File: config.mk
export PLATFORM = sky130hd
export DESIGN_NAME = mie_ctrl
export DESIGN_NICKNAME = d
export VERILOG_FILES = /design/src/rtl/mie_pkg.sv /design/src/rtl/mie_ctrl.sv
export SDC_FILE = /design/constraint.sdc
export NUM_CORES = 1
export LEC_CHECK = 0
export BUFFER_PORTS_ARGS = -buffer_cell sky130_fd_sc_hd__buf_2
export CAP_MARGIN = 40
export CELL_PAD_IN_SITES_DETAIL_PLACEMENT = 1
export CELL_PAD_IN_SITES_GLOBAL_PLACEMENT = 2
export CORE_MARGIN = 1.5
export CORE_UTILIZATION = 19
export CTS_BUF_LIST = sky130_fd_sc_hd__clkbuf_16
export CTS_CLUSTER_DIAMETER = 100
export DETAILED_ROUTE_END_ITERATION = 16
export GPL_TIMING_DRIVEN = 0
export PLACE_DENSITY = 0.72
export REMOVE_ABC_BUFFERS = 1
export SLEW_MARGIN = 10
export SYNTH_ARGS = -nofsm -noshare
export SYNTH_HDL_FRONTEND = slang
export SYNTH_SLANG_ARGS = --single-unit
File: constraint.sdc
create_clock -name i_clk -period 2.56 [get_ports i_clk]
set_input_delay 0.768 -clock i_clk [delete_from_list [all_inputs] [get_ports i_clk]]
set_output_delay 0.768 -clock i_clk [all_outputs]
set_load 0.005 [all_outputs]
File: src/rtl/mie_pkg.sv
// Shared types and constants for the MIPS execute block.
package mie_pkg;

    typedef enum logic [5:0] {
        OP_ADD, OP_ADDI, OP_ADDIU, OP_SUB, OP_SUBI, OP_SUBIU, OP_MULT, OP_DIV,
        OP_AND, OP_ANDI, OP_OR, OP_ORI, OP_XOR, OP_XORI, OP_NOR, OP_SLT,
        OP_SLTI, OP_SLTIU, OP_SLL, OP_SRL, OP_SRA, OP_MFHI, OP_MFLO, OP_J,
        OP_JAL, OP_JR, OP_BEQ, OP_BNE, OP_BLEZ, OP_BGTZ, OP_LW, OP_LB,
        OP_LBU, OP_LH, OP_LHU, OP_LUI, OP_SW, OP_SB, OP_SH
    } t_op;

    typedef struct packed {
        logic [5:0]  cmd;
        logic [4:0]  rd_field;
        logic [4:0]  rs_field;
        logic [4:0]  rt_field;
        logic [31:0] imm_value;
        logic [4:0]  shift_amount;
        logic [25:0] jump_target;
    } t_in;

    typedef struct packed {
        logic [31:0] next_pc;
        logic        reg_write;
        logic [4:0]  write_index;
        logic [31:0] write_value;
        logic [31:0] hi_out;
        logic [31:0] lo_out;
        logic        div_zero;
    } t_out;

    typedef enum logic [2:0] {
        ST_IDLE, ST_READ, ST_EXEC, ST_MUL, ST_DIV, ST_MEM, ST_WB, ST_OUT
    } t_state;

    // Commands from the controller to the datapath.
    typedef struct packed {
        logic load_in;
        logic read_regs;
        logic exec;
        logic mul_start;
        logic mul_step;
        logic div_start;
        logic div_step;
        logic mem_done;
        logic writeback;
    } t_cmd;

    // Status from the datapath to the controller.
    typedef struct packed {
        logic is_mul;
        logic is_div;
        logic is_load;
        logic mul_done;
        logic div_done;
    } t_stat;

    localparam logic [31:0] PC_REGION = 32'hf000_0000;
    localparam logic [4:0]  LINK_REG  = 5'd31;

endpackage

File: src/rtl/mie_ctrl.sv
// Controller state machine for the execute block.
module mie_ctrl (
    input  logic            i_clk,
    input  logic            i_rst_n,
    input  logic            i_in_valid,
    output logic            o_in_ready,
    output logic            o_out_valid,
    input  logic            i_out_ready,
    input  mie_pkg::t_stat  i_stat,
    output mie_pkg::t_cmd   o_cmd
);
    import mie_pkg::*;

    t_state r_state, n_state;

    always_ff @(posedge i_clk) begin
        if (!i_rst_n) begin
            r_state <= ST_IDLE;
        end else begin
            r_state <= n_state;
        end
    end

    always_comb begin
        n_state     = r_state;
        o_cmd       = '0;
        o_in_ready  = 1'b0;
        o_out_valid = 1'b0;
        unique case (r_state)
            ST_IDLE: begin
                o_in_ready = 1'b1;
                if (i_in_valid) begin
                    o_cmd.load_in = 1'b1;
                    n_state = ST_READ;
                end
            end
            ST_READ: begin
                o_cmd.read_regs = 1'b1;
                n_state = ST_EXEC;
            end
            ST_EXEC: begin
                if (i_stat.is_mul) begin
                    o_cmd.mul_start = 1'b1;
                    n_state = ST_MUL;
                end else if (i_stat.is_div) begin
                    o_cmd.div_start = 1'b1;
                    n_state = ST_DIV;
                end else begin
                    o_cmd.exec = 1'b1;
                    n_state = i_stat.is_load ? ST_MEM : ST_WB;
                end
            end
            ST_MUL: begin
                o_cmd.mul_step = 1'b1;
                if (i_stat.mul_done) n_state = ST_WB;
            end
            ST_DIV: begin
                o_cmd.div_step = 1'b1;
                if (i_stat.div_done) n_state = ST_WB;
            end
            ST_MEM: begin
                o_cmd.mem_done = 1'b1;
                n_state = ST_WB;
            end
            ST_WB: begin
                o_cmd.writeback = 1'b1;
                n_state = ST_OUT;
            end
            ST_OUT: begin
                o_out_valid = 1'b1;
                if (i_out_ready) n_state = ST_IDLE;
            end
            default: n_state = ST_IDLE;
        endcase
    end
endmodule

After elaboration in Yosys (flattened, before gate mapping)
Cells that the tools add are included.
{"block": "op_classes", "add_sub_neg": 0, "multipliers": 0, "div": 0, "n_lt_le_gt_ge": 0, "n_eq_ne": 11, "shift": 0, "muxes": 24, "n_bitwise": 0, "reduce_logical": 2}
{"operator": "case mux 3 bit (8 select lines)", "count": 1}
{"operator": "two-way mux 1 bit", "count": 15}
{"operator": "two-way mux 3 bit", "count": 5}
{"operator": "== test 3 bit, second input constant", "count": 4}
{"operator": "inequality test 2 bit, second input constant", "count": 4}
{"operator": "== test 3 x 2 -> 1 bit, second input constant", "count": 2}
{"operator": "two-way mux 2 bit", "count": 3}
{"operator": "AND reduction 4 bit", "count": 1}
{"operator": "== test 3 x 1 -> 1 bit, second input constant", "count": 1}
{"operator": "zero test 3 bit", "count": 1}
{"block": "totals", "regBits": 3, "latchBits": 0, "ram_bits": 0, "mem_bits_ro": 0, "inputBits": 9, "output_inout_bits": 11, "wordCells": 38, "memories": 0}

Logic depth before layout (Yosys ltp)
Gate-level depths: netlist (run 1).
{"block": "depth", "word_depth": 4, "depth_mapped": 6, "mapped_depth_nobuf": 5}

Least setup slack after synthesis (run 1)
OpenSTA, ideal clock, no wires.
{"block": "synth_timing", "kind": "input-to-output", "startpoint": "input i_stat[4] (netlist name)", "endpoint": "output o_cmd[3] (netlist name)", "t_arrival_ps": 974, "required_time_ps": 1792, "slack_ps": 818, "path_stages": 1, "path_buffers": 0, "path_cell_list": "nor3b_1"}
{"block": "synth_between", "elab_chain_len": 2}
{"item": "start, declared", "line_no": "mie_ctrl.sv:9", "source": "input mie_pkg::t_stat i_stat,"}
{"item": "two-way mux 1 bit", "line_no": "mie_ctrl.sv:42", "source": "if (i_stat.is_mul) begin"}
{"item": "two-way mux 1 bit", "line_no": "mie_ctrl.sv:29", "source": "unique case (r_state)"}
{"item": "end, declared", "line_no": "mie_ctrl.sv:10", "source": "output mie_pkg::t_cmd o_cmd"}
No other way between the ends.

Final worst setup path (run 1)
{"block": "layout_timing", "startpoint": "register r_state[1]", "endpoint": "output o_out_valid"}
{"block": "layout_between", "elab_chain_len": 2}
{"item": "start, declared", "line_no": "mie_ctrl.sv:14", "source": "t_state r_state, n_state;"}
{"item": "start signal, assigned", "line_no": "mie_ctrl.sv:20", "source": "r_state <= n_state;"}
{"item": "== test 3 bit", "line_no": "mie_ctrl.sv:29"}
{"item": "two-way mux 1 bit", "line_no": "mie_ctrl.sv:29"}
{"item": "end, declared", "line_no": "mie_ctrl.sv:7", "source": "output logic o_out_valid,"}
No other way between the ends.

==> run metrics, run 1 <==
die area 0.00181 sq mm; Final GP Congestion 0.700; Non-Filler Instances 78; total power 0.379 mW; FP Rows 14; Top Registers r_state (3); Pre-antenna DRT Iters 2; Vias 357; fraction of registers with async set or reset after synthesis 0%; Cells after Synth 42; Peak VDD IR 0.198 mV; TritonCTS clock tree built; synth top area cells dfxtp_1 (20%), buf_6 (7.6%), nor2_1 (7.6%); fin crit period 2.13 ns; Iter 0 DRT Violations 2; worst skew pair latency 0.22 ns; Largest Register r_state; CP peak stage delay 0.57 ns; syn avg cell area 7.09 sq um; Data required, critical path 1.79 ns; routed len/inst 11.2 um; starting density of the core 20.0%; Final WS setup 0.433 ns; Synth area leader dfxtp_1; drt total wl 876 um; hold_ws 0.733 ns; placed cells 74; setup TNS 0 ns; EDFF count, synth 0; Hold Crit Class reg2reg; clock buffer depth 2; Seq/Total Area, Yosys 20.2%; worst slew pin tran 0.434 ns; yosys synthesis warning count 0; port buffer count 19; final core utilization 31.0%; post-CTS setup buffer count 0; r2r setup slk 0.88 ns; Hold Startpoint r_state[1]; synthesized area 298 sq um; Max Clock Skew 0.000694 ns; Final Cell Area 462 sq um; layout net count 72; clock root buffer clkbuf_16; dpl hpwl 618 um; Max-Slew Margin vs Limit 71.0%; first-pass GRT wire length 1520 um; Leak 0.228 nW; CP Max Fanout 12; DIE WIDTH 42.6 um; # setup viols final 0; Final Hold Fails 0; fin crit share 83.1%; vias in the first global route 349; Arr. time, crit path 1.36 ns; #FFs+latches synth 3; hold path cells 2; Reg-to-Reg Start r_state[2]; top cell type's share of synthesized area 20.2%; Num CTS Buffers 3; Vias/cell 4.58; ANT cells 0; layout cells sized above 1 40.3%; DRC viols 0; Synth cell types 22; initial antenna violation count 0; largest net degree at the start of global routing 13; Clock Sinks 3; cts hold-fix bufs 0; max reg flops 3; Area Growth Syn to Fin 55.0%; RSZ-0062 raised after global routing no; Final ANT Viol Nets 0; RR Endpoint r_state[2]; Critical Path Source Type register; clock slew at reported path FFs 0.03 ns; Max Clk Rate 470 MHz; crit-path cells inv_1 > nor2_1 > buf_2; io pins 20; H-tree depth 1; Max Cap Violations 0; gr ovfl total 0; fin. max-slew vios 0; worst slack, placed 0.564 ns; GRT Total Usage 10.7%; critical path class reg2out; CTS resizes 0; Hold Path Sink r_state[0]; Chip Height 42.6 um; dpl cell area 383 sq um; ys flop type dfxtp_1; Cell Pwr Density 820 mW/mm^2; Worst R2R Path Depth 5; Core Area 0.00149 sq mm; Crit. End Element primary output; status finished, final reports clean; slowest CP cell dfxtp_1
[Yosys cell counts, drive strengths merged (2+ instances only)]
master / instances
a21oi: 3
dfxtp: 3
nand2b: 2
inv: 3
nor2: 6
nor3b: 2
nor3: 5
nor4: 2
nand2: 3
buf: 3
[routing by layer]
layer / vias up / track usage, % / wire length, um
li1: 187 / - / -
met1: 157 / 14.2 / 390
met2: 13 / 17.8 / 427
met3: 0 / 0.862 / 59
met4: 0 / 3.75 / 0
met5: - / 0 / 0
[layout by cell type, fill, tap and decap left out, types with 2 or more instances in the layout]
master / Yosys / layout
buf_2: 0 / 19
nor2_1: 6 / 6
inv_1: 3 / 4
nor3_1: 4 / 4
nand2_1: 3 / 3
a21oi_1: 3 / 3
clkbuf_16: 0 / 3
dfxtp_1: 3 / 3
nor3b_1: 2 / 2
nand2b_1: 2 / 2
nor4_1: 2 / 2
[how the worst max path moves through the flow]
stage,startpoint,end,slack (ns),cells after the start
6_report,r_state[1],o_out_valid,0.43,3
5_1_grt,r_state[1],o_out_valid,0.27,3
4_1_cts,r_state[1],o_out_valid,0.42,3
3_5_place_dp,i_stat[4],o_cmd[3],0.56,3
3_3_place_gp,i_stat[4],o_cmd[6],0.59,3
2_1_floorplan,i_stat[4],o_cmd[3],0.82,1
[cell type report]
| class | instances | area (sq um) |
|---|---|---|
| Fill cell | 202 | 1030 |
| Multi-Input combinational cell | 33 | 196 |
| Timing Repair Buffer | 19 | 95.1 |
| Clock buffer | 3 | 75.1 |
| Sequential cell | 3 | 60.1 |
| Tap cell | 16 | 20.0 |
| Inverter | 3 | 11.3 |
| Clock inverter | 1 | 3.75 |
[power by group]
part	internal, mW	switching [mW]	total [mW]
sequential	0.0529	0.0166	0.0695
clock	0.201	0.0390	0.240
combinational	0.0354	0.0338	0.0692
total	0.289	0.0893	0.379
[cells by family (layout without fill, tap and decap cells)]
kind of cell | after synthesis | in the layout | synth area share [%]
DFF | 3 | 3 | 20.2
and+or+nand+nor | 26 | 26 | 49.2
buffers and inverters | 6 | 26 | 13.9
AOI/OAI and AO/OA | 7 | 7 | 16.8
[worst max-delay path, delay by kind of cell, from the launching register on]
kind / cells / cell delay (ns)
and+or+nand+nor: 1 / 0.23
buffers and inverters: 2 / 0.34
DFF: 1 / 0.57
No activity file was read; power rests on OpenSTA's default activity.
==> inputs of run 2 (changes only) <==
--- a/config.mk
+++ b/config.mk
@@ -10,12 +10,12 @@
 export CELL_PAD_IN_SITES_DETAIL_PLACEMENT = 1
 export CELL_PAD_IN_SITES_GLOBAL_PLACEMENT = 2
 export CORE_MARGIN = 1.5
-export CORE_UTILIZATION = 19
+export CORE_UTILIZATION = 18
 export CTS_BUF_LIST = sky130_fd_sc_hd__clkbuf_16
 export CTS_CLUSTER_DIAMETER = 100
 export DETAILED_ROUTE_END_ITERATION = 16
 export GPL_TIMING_DRIVEN = 0
-export PLACE_DENSITY = 0.72
+export PLACE_DENSITY = 0.69
 export REMOVE_ABC_BUFFERS = 1
 export SLEW_MARGIN = 10
 export SYNTH_ARGS = -nofsm -noshare
==> constraint.sdc (replaced) <==
create_clock -name i_clk -period 2.1 [get_ports i_clk]
set_input_delay 0.63 -clock i_clk [delete_from_list [all_inputs] [get_ports i_clk]]
set_output_delay 0.63 -clock i_clk [all_outputs]
set_load 0.005 [all_outputs]
==> run metrics, run 2 (synthesis gave the netlist of run 1 again) <==
worst skew pair latency 0.22 ns (about the same); Cell Pwr Density 1000 mW/mm^2 (+22%); Max-Slew Margin vs Limit 77.0% (+6.0 points); routed len/inst 10.8 um (-4.1%); FP Rows 14 (unchanged); layout cells sized above 1 41.9% (+1.6 points); commonest non-fill, non-tap cell in the layout buf_2; io pins 20 (unchanged); Hold Crit Class reg2reg; critical path class reg2out; Clock Sinks 3 (unchanged); RSZ-0062 raised after global routing no; largest net degree at the start of global routing 13 (unchanged); sw frac 23.8% (+0.21 points); Top Registers r_state (3); Crit. End Element primary output; Num CTS Buffers 3 (unchanged); Final ANT Viol Nets 0 (unchanged); status finished, final reports clean; DRC viols 0 (unchanged); fin crit period 1.89 ns; Crit path max-delay family flip-flops; CP Max Fanout 11 (-1); Final GP Congestion 0.670 (-4.4%); gr ovfl total 0 (unchanged); layout net count 72 (unchanged); fin crit share 90.1%; Crit path buffers/inverters 1 (-1); # setup viols final 0 (unchanged); H-tree depth 1 (unchanged); clock network power share 63.8% (+0.4 points); Max Clk Rate 528 MHz; Internal Power 0.354 mW (+22%); max reg flops 3 (unchanged); final core utilization 30.4% (-0.63 points); Combinational Power Share 18.0% (-0.3 points); clock buffer depth 2 (unchanged); Vias 360 (+0.84%); Max Cap Violations 0 (unchanged); first-pass GRT wire length 1420 um (-6.8%); port buffer count 19 (unchanged); vias in the first global route 342 (-2.0%); Flop pwr share 18.2% (about the same); Data required, critical path 1.47 ns (-0.32 ns); worst slack, placed 0.312 ns (-0.251 ns); clock slew at reported path FFs 0.03 ns (about the same); Final Hold Fails 0 (unchanged); Chip Height 43.7 um (+2.5%); Pre-antenna DRT Iters 1 (-1); dpl hpwl 623 um (+0.71%); fin. max-slew vios 0 (unchanged); ANT cells 0 (unchanged); DIE WIDTH 43.7 um (+2.5%); GRT Total Usage 10.1% (-0.56 points); drt total wl 840 um (-4.1%); Critical Path Source Type register; Core Area 0.00152 sq mm (+2.4%); Final WS setup 0.207 ns (-0.225 ns); Arr. time, crit path 1.26 ns (-0.10 ns); Leak 0.228 nW (+0.20%); Area Growth Syn to Fin 55.5%; commonest cells after routing, fill and taps aside buf_2 (19), nor2_1 (6), inv_1 (4), nor3_1 (4); Peak VDD IR 0.226 mV (+14%); setup TNS 0 ns (unchanged); worst slew pin tran 0.345 ns (-0.0895 ns); die area 0.00191 sq mm (+5.2%); cts hold-fix bufs 0 (unchanged); Vias/cell 4.62 (+0.84%); Largest Register r_state; starting density of the core 19.5% (-0.46 points); CP peak stage delay 0.51 ns (-0.06 ns); TritonCTS clock tree built; crit-path cells nand2_1 > nor2_1 > buf_2; slowest CP cell dfxtp_1; Iter 0 DRT Violations 0 (-2); initial antenna violation count 0 (unchanged); post-CTS setup buffer count 0 (unchanged); clock root buffer clkbuf_16; Max Clock Skew 0.00179 ns (+0.00109 ns); switching power 0.110 mW (+24%); CTS resizes 0 (unchanged)
==> run 2: worst reg2reg max path, delay by kind of cell (launching register included) <==
family | cells | cell delay [ns]
AND/OR/NAND/NOR | 2 | 0.49
flip-flops | 1 | 0.51
AO/OA/AOI/OAI | 3 | 0.42
==> run 2: power by group through the flow <==
stage / combinational (mW) / sequential (mW) / clock (mW)
global placement: 0.0851 / 0.0858 / 0
detailed placement: 0.0847 / 0.0853 / 0
CTS: 0.0855 / 0.0845 / 0.299
finish: 0.0835 / 0.0843 / 0.296
global route: 0.0950 / 0.0890 / 0.310
floorplan: 0.0527 / 0.0792 / 0
==> run 2: area by class of cell <==
cell class,instances,area (sq um)
fill,202,1060
multi-input combinational,33,196
timing repair buffer,19,95.1
clock buffer,3,75.1
sequential,3,61.3
tap,16,20.0
inverter,3,11.3
clock inverter,1,3.75
==> run 2: metal layers <==
layer	up-vias	global-route usage [%]	routed length, um
met2	16	13.2	355
met1	155	14.1	404
met4	0	7.27	14
met3	2	2.50	65
li1	187	-	-
met5	-	0	0
==> run 2: final timing paths <==
kind                   start           to  slack (ns)  cells after the start
hold / removal    r_state[1]   r_state[0]        0.63                      2
setup / recovery  r_state[2]  o_out_valid        0.21                      3
hold reg to reg   r_state[1]   r_state[0]        0.63                      2
setup reg to reg  r_state[2]   r_state[2]        0.59                      5
==> run 2: metrics by stage <==
step                instance area (sq um)  hold WS, ns  cells  power [mW]
detailed placement                    383        0.695     74       0.170
CTS                                   462        0.669     78       0.469
global placement                      383        0.706     74       0.171
global route                          463        0.680     78       0.494
finish                                463        0.627     78       0.464
floorplan                             268        0.612     39       0.132
==> inputs of run 3 (changes only) <==
--- a/config.mk
+++ b/config.mk
@@ -9,7 +9,7 @@
 export CAP_MARGIN = 40
 export CELL_PAD_IN_SITES_DETAIL_PLACEMENT = 1
 export CELL_PAD_IN_SITES_GLOBAL_PLACEMENT = 2
-export CORE_MARGIN = 1.5
+export CORE_MARGIN = 2
 export CORE_UTILIZATION = 18
 export CTS_BUF_LIST = sky130_fd_sc_hd__clkbuf_16
 export CTS_CLUSTER_DIAMETER = 100
@@ -17,7 +17,7 @@
 export GPL_TIMING_DRIVEN = 0
 export PLACE_DENSITY = 0.69
 export REMOVE_ABC_BUFFERS = 1
-export SLEW_MARGIN = 10
+export SLEW_MARGIN = 20
 export SYNTH_ARGS = -nofsm -noshare
 export SYNTH_HDL_FRONTEND = slang
 export SYNTH_SLANG_ARGS = --single-unit
==> run metrics, run 3 (synthesis gave the netlist of run 1 again) <==
status finished, final reports clean; Crit path max-delay family flip-flops; Max Cap Violations 0 (unchanged); Chip Height 44.7 um (+2.3%); fill cell total of the finished layout 204 (+0.99%); port buffer count 19 (unchanged); Area Growth Syn to Fin 55.5% (unchanged); worst slew pin tran 0.345 ns (+0.0000918 ns); Largest Register r_state; worst skew pair latency 0.22 ns (about the same); CTS resizes 0 (unchanged); TritonCTS clock tree built; hold_ws 0.630 ns (+0.00294 ns); setup TNS 0 ns (unchanged); Final GP Congestion 0.635 (-5.3%); max reg flops 3 (unchanged); Max Clock Skew 0.000113 ns (-0.00167 ns); Vias/cell 4.65 (+0.83%); total power 0.461 mW (-0.57%); Hold Crit Class reg2reg; routed len/inst 10.9 um (+1.2%); clock root buffer clkbuf_16; io pins 20 (unchanged); slowest CP cell dfxtp_1; layout net count 72 (unchanged); Max Clk Rate 527 MHz (-0.34%); Leak 0.228 nW (unchanged); fin. max-slew vios 0 (unchanged); crit-path cells nand2_1 > nor2_1 > buf_2; Top Registers r_state (3); Pre-antenna DRT Iters 4 (+3); Num CTS Buffers 3 (unchanged); Peak VDD IR 0.241 mV (+6.7%); CP Max Fanout 11 (unchanged); H-tree depth 1 (unchanged); drt total wl 850 um (+1.2%); layout cells sized above 1 41.9% (unchanged); die area 0.00200 sq mm (+4.6%); commonest non-fill, non-tap cell in the layout buf_2; vias in the first global route 356 (+4.1%); ANT cells 0 (unchanged); Final Hold Fails 0 (unchanged); GRT Total Usage 10.1% (-0.019 points); # setup viols final 0 (unchanged); initial antenna violation count 0 (unchanged); first-pass GRT wire length 1570 um (+10%); Vias 363 (+0.83%); Max-Slew Margin vs Limit 77.0% (about the same); FP Rows 14 (unchanged); Clock Sinks 3 (unchanged); CP peak stage delay 0.51 ns (about the same); RSZ-0062 raised after global routing no; Core Area 0.00152 sq mm (unchanged); post-CTS setup buffer count 0 (unchanged); Cell Pwr Density 997 mW/mm^2 (-0.57%); dpl hpwl 652 um (+4.8%); gr ovfl total 0 (unchanged); Data required, critical path 1.47 ns (about the same); fin crit share 90.4% (+0.31 points); Arr. time, crit path 1.27 ns (about the same); Critical Path Source Type register; largest net degree at the start of global routing 13 (unchanged); critical path class reg2out; clock buffer depth 2 (unchanged); starting density of the core 19.5% (unchanged); Iter 0 DRT Violations 2 (+2); Crit. End Element primary output; DIE WIDTH 44.7 um (+2.3%); fin crit period 1.90 ns (+0.00654 ns); DRC viols 0 (unchanged); commonest cells after routing, fill and taps aside buf_2 (19), nor2_1 (6), inv_1 (4), nor3_1 (4); Final ANT Viol Nets 0 (unchanged); cts hold-fix bufs 0 (unchanged); clock slew at reported path FFs 0.03 ns (about the same); Crit path buffers/inverters 1 (unchanged)
-- run 3: layout make-up --
cell class / instances / area, sq um / share of cell area, %
repair buffers: 19 / 95.1 / 20.5
clock buffers: 3 / 75.1 / 16.2
clock inverters: 1 / 3.75 / 0.811
multi-input cells: 33 / 196 / 42.4
well taps: 16 / 20.0 / 4.32
inverters: 3 / 11.3 / 2.43
flip-flops and latches: 3 / 61.3 / 13.2
-- run 3: report_power, final --
part,switching (mW),internal (mW)
clock,0.0472,0.245
combinational,0.0409,0.0432
sequential,0.0199,0.0650
-- run 3: metal layers --
| metal | vias up | wire, um | global-route usage (%) |
|---|---|---|---|
| li1 | 187 | - | - |
| met3 | 0 | 72 | 0.816 |
| met1 | 163 | 383 | 14.9 |
| met5 | - | 0 | 0 |
| met2 | 13 | 394 | 15.1 |
| met4 | 0 | 0 | 3.64 |
-- run 3: worst paths after layout --
check,start,endpoint,slack (ns),cells after the start
hold / removal,r_state[1],r_state[0],0.63,2
hold reg to reg,r_state[1],r_state[0],0.63,2
setup / recovery,r_state[2],o_out_valid,0.20,3
setup reg to reg,r_state[0],r_state[2],0.55,5
-- run 3: stage by stage --
stage / utilization, % / worst slack (ns) / std cells / cell area, sq um
2_1_floorplan: - / 0.612 / 39 / 268
3_3_place_gp: 25.1 / 0.326 / 74 / 383
3_5_place_dp: 25.1 / 0.326 / 74 / 383
4_1_cts: 30.3 / 0.0873 / 78 / 462
5_1_grt: 30.4 / 0.0664 / 78 / 463
6_report: 30.4 / 0.201 / 78 / 463
-- run 3: worst register-to-register path: stages (launching register included) --
cell and delay (ns):
dfxtp_1 0.50, nand2b_1 0.22, o32ai_2 0.11, nor3_2 0.29
a31oi_1 0.13, a211oi_1 0.22
